==> src/hw/rtl/ec2d_pkg.sv <==
// ec2d_pkg: shared constants for the 2D elastic collision pipeline.
// No dependencies; used by ec2d_in_if, the multiplier, the divider and the top level.
`default_nettype none

package ec2d_pkg;

    localparam int MASS_W  = 16;          // Q8.8 mass
    localparam int MSUM_W  = MASS_W + 1;  // mass sum, doubled mass
    localparam int Q_W     = 41;          // quotient bits kept by the divider
    localparam int CHUNK_W = 32;          // slice width of the wide multiplier

    // velocity change magnitude is clamped to this value
    localparam logic [Q_W-1:0] SHARE_CAP = {1'b1, {(Q_W-1){1'b0}}};

endpackage

`default_nettype wire

==> src/hw/rtl/ec2d_wmul.sv <==
// ec2d_wmul: two-stage unsigned wide multiplier, A cut into CHUNK_W slices.
// Depends on ec2d_pkg.
`default_nettype none

module ec2d_wmul import ec2d_pkg::*; #(
    parameter int AW = 50,
    parameter int BW = 17
) (
    input  wire logic             i_clk,
    input  wire logic             i_en,
    input  wire logic [AW-1:0]    i_a,
    input  wire logic [BW-1:0]    i_b,
    output logic      [AW+BW-1:0] o_p
);
    localparam int NC    = (AW + CHUNK_W - 1) / CHUNK_W;
    localparam int PADW  = NC * CHUNK_W;
    localparam int PPW   = CHUNK_W + BW;

    logic [PADW-1:0]    a_pad;
    logic [PPW-1:0]     r_pp [NC];
    logic [PADW+BW-1:0] n_acc;
    logic [AW+BW-1:0]   r_p;

    assign a_pad = PADW'(i_a);

    always_ff @(posedge i_clk) begin
        if (i_en) begin
            for (int i = 0; i < NC; i++) begin
                r_pp[i] <= PPW'(a_pad[i*CHUNK_W +: CHUNK_W]) * PPW'(i_b);
            end
            r_p <= (AW+BW)'(n_acc);
        end
    end

    always_comb begin
        n_acc = '0;
        for (int i = 0; i < NC; i++) begin
            n_acc = n_acc + ((PADW+BW)'(r_pp[i]) << (i*CHUNK_W));
        end
    end

    assign o_p = r_p;

endmodule

`default_nettype wire

==> config.mk <==
export PLATFORM = sky130hd
export DESIGN_NAME = ec2d_wmul
export DESIGN_NICKNAME = d
export VERILOG_FILES = /design/src/hw/rtl/ec2d_pkg.sv /design/src/hw/rtl/ec2d_wmul.sv
export SDC_FILE = /design/constraint.sdc
export NUM_CORES = 2
export LEC_CHECK = 0
export ABC_AREA = 1
export BUFFER_PORTS_ARGS = -buffer_cell sky130_fd_sc_hd__buf_2
export CAP_MARGIN = 20
export CELL_PAD_IN_SITES_DETAIL_PLACEMENT = 1
export CELL_PAD_IN_SITES_GLOBAL_PLACEMENT = 2
export CORE_ASPECT_RATIO = 2
export CORE_UTILIZATION = 35
export DETAILED_ROUTE_END_ITERATION = 6
export GPL_TIMING_DRIVEN = 0
export PLACE_DENSITY_LB_ADDON = 0.1
export SYNTH_ARGS = -nofsm -noshare
export SYNTH_HDL_FRONTEND = slang
export SYNTH_SLANG_ARGS = --single-unit
export TNS_END_PERCENT = 10
==> constraint.sdc <==
create_clock -name i_clk -period 13.4 [get_ports i_clk]
set_input_delay 2.01 -clock i_clk [delete_from_list [all_inputs] [get_ports i_clk]]
set_output_delay 2.01 -clock i_clk [all_outputs]
set_load 0.005 [all_outputs]
Word level (Yosys, flattened, before mapping)
Memory sizes are Yosys's and may differ from the RTL's.
Cells that the tools add are included.
- flip-flop bits (word level): 67
- memory bits (writable): 98
- input bits: 69
- output and inout bits: 67
- logic and storage cells: 7
- memories: 1
- memory list (memory ; words ; width ; read ports ; clocked after memory_dff ; write ports ; RTL line ; text):
    r_pp ; 2 ; 49 ; 2 ; 0 ; 2 ; ec2d_wmul.sv:20 ; logic [PPW-1:0] r_pp [NC];
- add/sub/neg operators: 1
- multiply operators: 2
- multiplexer cells: 2
- operators by type and width (cell ; count):
    adder 49 x 67 -> 67 bit ; 1
    multiplier 32 x 17 -> 49 bit ; 1
    multiplier 18 x 17 -> 35 bit ; 1
    2-to-1 mux 1 bit ; 2

Longest topological paths before layout
- word-level depth: 2
- gate-level depth with buffers: 29
- gate-level depth less buffers: 27

Least setup slack after synthesis
OpenSTA, ideal clock, no wires.
- path kind: input-to-reg
- start: in i_a[29]
- end: mem r_pp[0][41] in the netlist's numbering, data pin
- library setup time: 0.252 ns
- arrival time: 6.893 ns
- slack: 6.254 ns
- cell stages on the path: 25
- buffers on the path: 2
- path through: clkbuf_1 -> clkbuf_1 -> nand2_1 -> fa_1 -> inv_1 -> fa_1 -> inv_1 -> fa_1 -> inv_1 -> fa_1 -> fa_1 -> inv_1 -> fa_1 -> inv_1 -> ha_1 -> nand2_1 -> inv_1 -> nand2_1 -> nand2_1 -> a21oi_1 -> nor2_1 -> nor2_1 -> nand2_1 -> nand2_1 -> nand2_1
- RTL lines (element ; RTL line ; text):
    start, declared ; ec2d_wmul.sv:11 ; input wire logic [AW-1:0] i_a,
    end, declared ; ec2d_wmul.sv:20 ;

==> results.json <==
{
  "dr.pass1.iters": 5,
  "mostFrequentLayoutCells": "1,473 x nand2_1, 1,435 x inv_1, 689 x fa_1",
  "slowest_delay_ns": 0.91,
  "drive_above_1_share": 0.0344,
  "cts-htree-levels": 4,
  "cts_buffer_depth": 2,
  "ios": 136,
  "fmax_mhz": 111,
  "grt_overflow": 0,
  "startpoint_type": "input pin",
  "rr_worst_depth": 11,
  "post-route-period-util": 0.674,
  "worstMarginPinSlew_ns": 1.30,
  "ff2ff_setup_slack_ns": 10.97,
  "routed_via_density": 4.83,
  "grt_max_degree": 97,
  "syn-cell-area_mm2": 0.0360,
  "cp_num_cells": 20,
  "relSlewSlack": 0.136,
  "numCtsBuffers": 17,
  "status": "finished clean",
  "path_buf_inv": 5,
  "required_ns": 13.54,
  "mostFrequentLayoutCell": "nand2_1",
  "synth_seq_area_share": 0.126,
  "start_util": 0.352,
  "startpoint": "i_a[16]",
  "post_cts_resized": 0,
  "dp_hpwl_um": 133000,
  "routed-via-count": 29800,
  "finClkSkew_ns": 0.0196,
  "critPathCaptureType": "flip-flop",
  "cts_tree": "built",
  "synth_cells": 4712,
  "path_common_cell": "fa_1",
  "cts_setup_buffers": 0,
  "grt_pass1_wl_um": 222000,
  "cp_top_family": "adder cells",
  "slowest_stage": "xor2_1",
  "antenna_found_initial": 9,
  "ys_ff_latch": 151,
  "drc": 0,
  "ys_async_sr_fraction": 0,
  "clkSinkCount": 151,
  "cts_hold_buf": 0,
  "crit_chain": "clkbuf_1 > clkbuf_1 > nand2_1 > fa_1 > inv_1 > fa_1 > fa_1 > fa_1 > fa_1 > inv_1 > fa_1 > inv_1 > ha_1 > nand2_1 > nor2_1 > nand2_1 > nor2_1 > nand2_1 > nand3_2 > xor2_1",
  "synth_fp_nets": 5719,
  "gp_congestion": 0.950,
  "path_max_fanout": 10,
  "grtUsageTotal": 0.303,
  "synth.distinct_cells": 32,
  "ctsRootBufferMaster": "clkbuf_16",
  "avgSynthCellArea_um2": 7.64,
  "coreArea_mm2": 0.102,
  "wl_per_cell_um": 24.7,
  "rsz0062_at_grt": "false",
  "worstHoldPathType": "flip-flop to flip-flop",
  "arrival_ns": 9.17,
  "drtAntennaViolNets": 0,
  "die_w_um": 229,
  "final_nets": 5816,
  "dieArea_mm2": 0.104,
  "grt_pass1_vias": 34200,
  "initialDrtViolationCount": 1115,
  "wirelength_um": 152000,
  "rr_startpoint": "r_pp[0][32]$_DFFE_PP_",
  "cap_viol_max_count": 0,
  "yosys_warnings": 0,
  "crit_type": "input pin to flip-flop",
  "syn_to_final_growth_pct": 7.86,
  "cp-endpoint": "r_pp[0][25]$_DFFE_PP_",
  "clkLatencyLatePin_ns": 0.51,
  "ys.flop_type": "edfxtp_1",
  "r2r_end": "o_p[44]$_DFFE_PP_",
  "setup_viol": 0,
  "hold_viol": 0,
  "period_minus_slack_ns": 9.03,
  "fin_tns_setup_ns": 0,
  "fillers": 12800,
  "synth_edf_count": 151,
  "maxSlewViolCount": 0,
  "die_h_um": 455,
  "row_count": 166,
  "port_buffers": 68,
  "clk_pin_slew_ns": 0.08
}
metrics by stage:
stage	cells	hold WS, ns	cell area, um^2	utilization	setup WS (ns)
CTS	6165	0.414	38800	0.380	4.48
detailed placement	6133	0.406	38200	0.374	3.94
finish	6168	0.411	38800	0.380	4.37
global placement	6124	0.401	38000	0.372	3.92
floorplan	4712	0.400	36000	-	6.25
global route	6166	0.421	38800	0.380	4.29
Yosys cell counts (5+ instances only):
library cell,number,share of area
edfxtp_1,151,0.13
nand3_2,9,0.0025
o21bai_1,7,0.0015
nor3_2,7,0.0019
nand3_1,89,0.012
xnor2_1,14,0.0034
nor2_4,5,0.0016
xor2_1,48,0.012
nor2_2,15,0.0026
clkbuf_1,202,0.021
a21oi_1,82,0.011
nand2_2,16,0.0028
nand4_1,17,0.0030
fa_1,689,0.38
o21ai_0,35,0.0049
ha_1,249,0.087
nor2_1,129,0.013
nor3_1,13,0.0018
inv_1,1435,0.15
a31oi_1,5,0.00087
nand2_1,1473,0.15
how the worst min path moves through the flow:
| stage | from | end | slack, ns | depth (start not counted) |
|---|---|---|---|---|
| 2_1_floorplan | r_pp[0][0]$_DFFE_PP_ | o_p[0]$_DFFE_PP_ | 0.40 | 0 |
| 3_3_place_gp | r_pp[0][21]$_DFFE_PP_ | o_p[21]$_DFFE_PP_ | 0.40 | 0 |
| 3_5_place_dp | r_pp[0][11]$_DFFE_PP_ | o_p[11]$_DFFE_PP_ | 0.41 | 0 |
| 4_1_cts | r_pp[0][1]$_DFFE_PP_ | o_p[1]$_DFFE_PP_ | 0.41 | 0 |
| 5_1_grt | r_pp[0][1]$_DFFE_PP_ | o_p[1]$_DFFE_PP_ | 0.42 | 0 |
| 6_report | r_pp[0][1]$_DFFE_PP_ | o_p[1]$_DFFE_PP_ | 0.41 | 0 |
worst register-to-register path, cell delays in order (launching register included):
cell,delay (ns)
edfxtp_1,0.35
ha_1,0.22
inv_1,0.07
fa_1,0.40
inv_1,0.14
nand3_1,0.09
nand3_1,0.16
nand2_1,0.08
nand2_1,0.15
nand2_1,0.07
nand2_1,0.15
xor2_1,0.35
kinds of logic (layout without fill, tap and decap cells):
kind of cell    count (synthesis)  after routing  synth area share
simple gates                 1785           1785             0.198
xor+xnor                       62             62            0.0151
buf+inv                      1640           1750             0.171
compound gates                136            136            0.0201
fa+ha+maj                     938            938             0.470
flops                         151            151             0.126
other cells                     0              2                 0
flip-flops by register name, indices dropped and copies added (netlist names):
| register | cells |
|---|---|
| r_pp | 84 |
| o_p | 67 |
routing by layer:
metal	up-vias	GRT usage	wire (um)
met5	-	0	82
met4	12	0.276	16900
met3	390	0.0297	3840
met2	660	0.596	84700
met1	15300	0.263	46700
li1	13500	-	-
area by class of cell:
type	count	area, um^2	share of cell area
well taps	1344	1680	0.0433
flip-flops and latches	151	4530	0.117
plain buffers	202	759	0.0196
clock buffers	17	425	0.0110
multi-input cells	2921	25300	0.652
clock inverters	15	194	0.00500
diodes	2	5.00	0.000129
inverters	1438	5400	0.139
repair buffers	78	522	0.0134
Power is left out: the tool's default activity adds up to more than one toggle a clock period on the data nets, which glitch-free logic cannot reach.
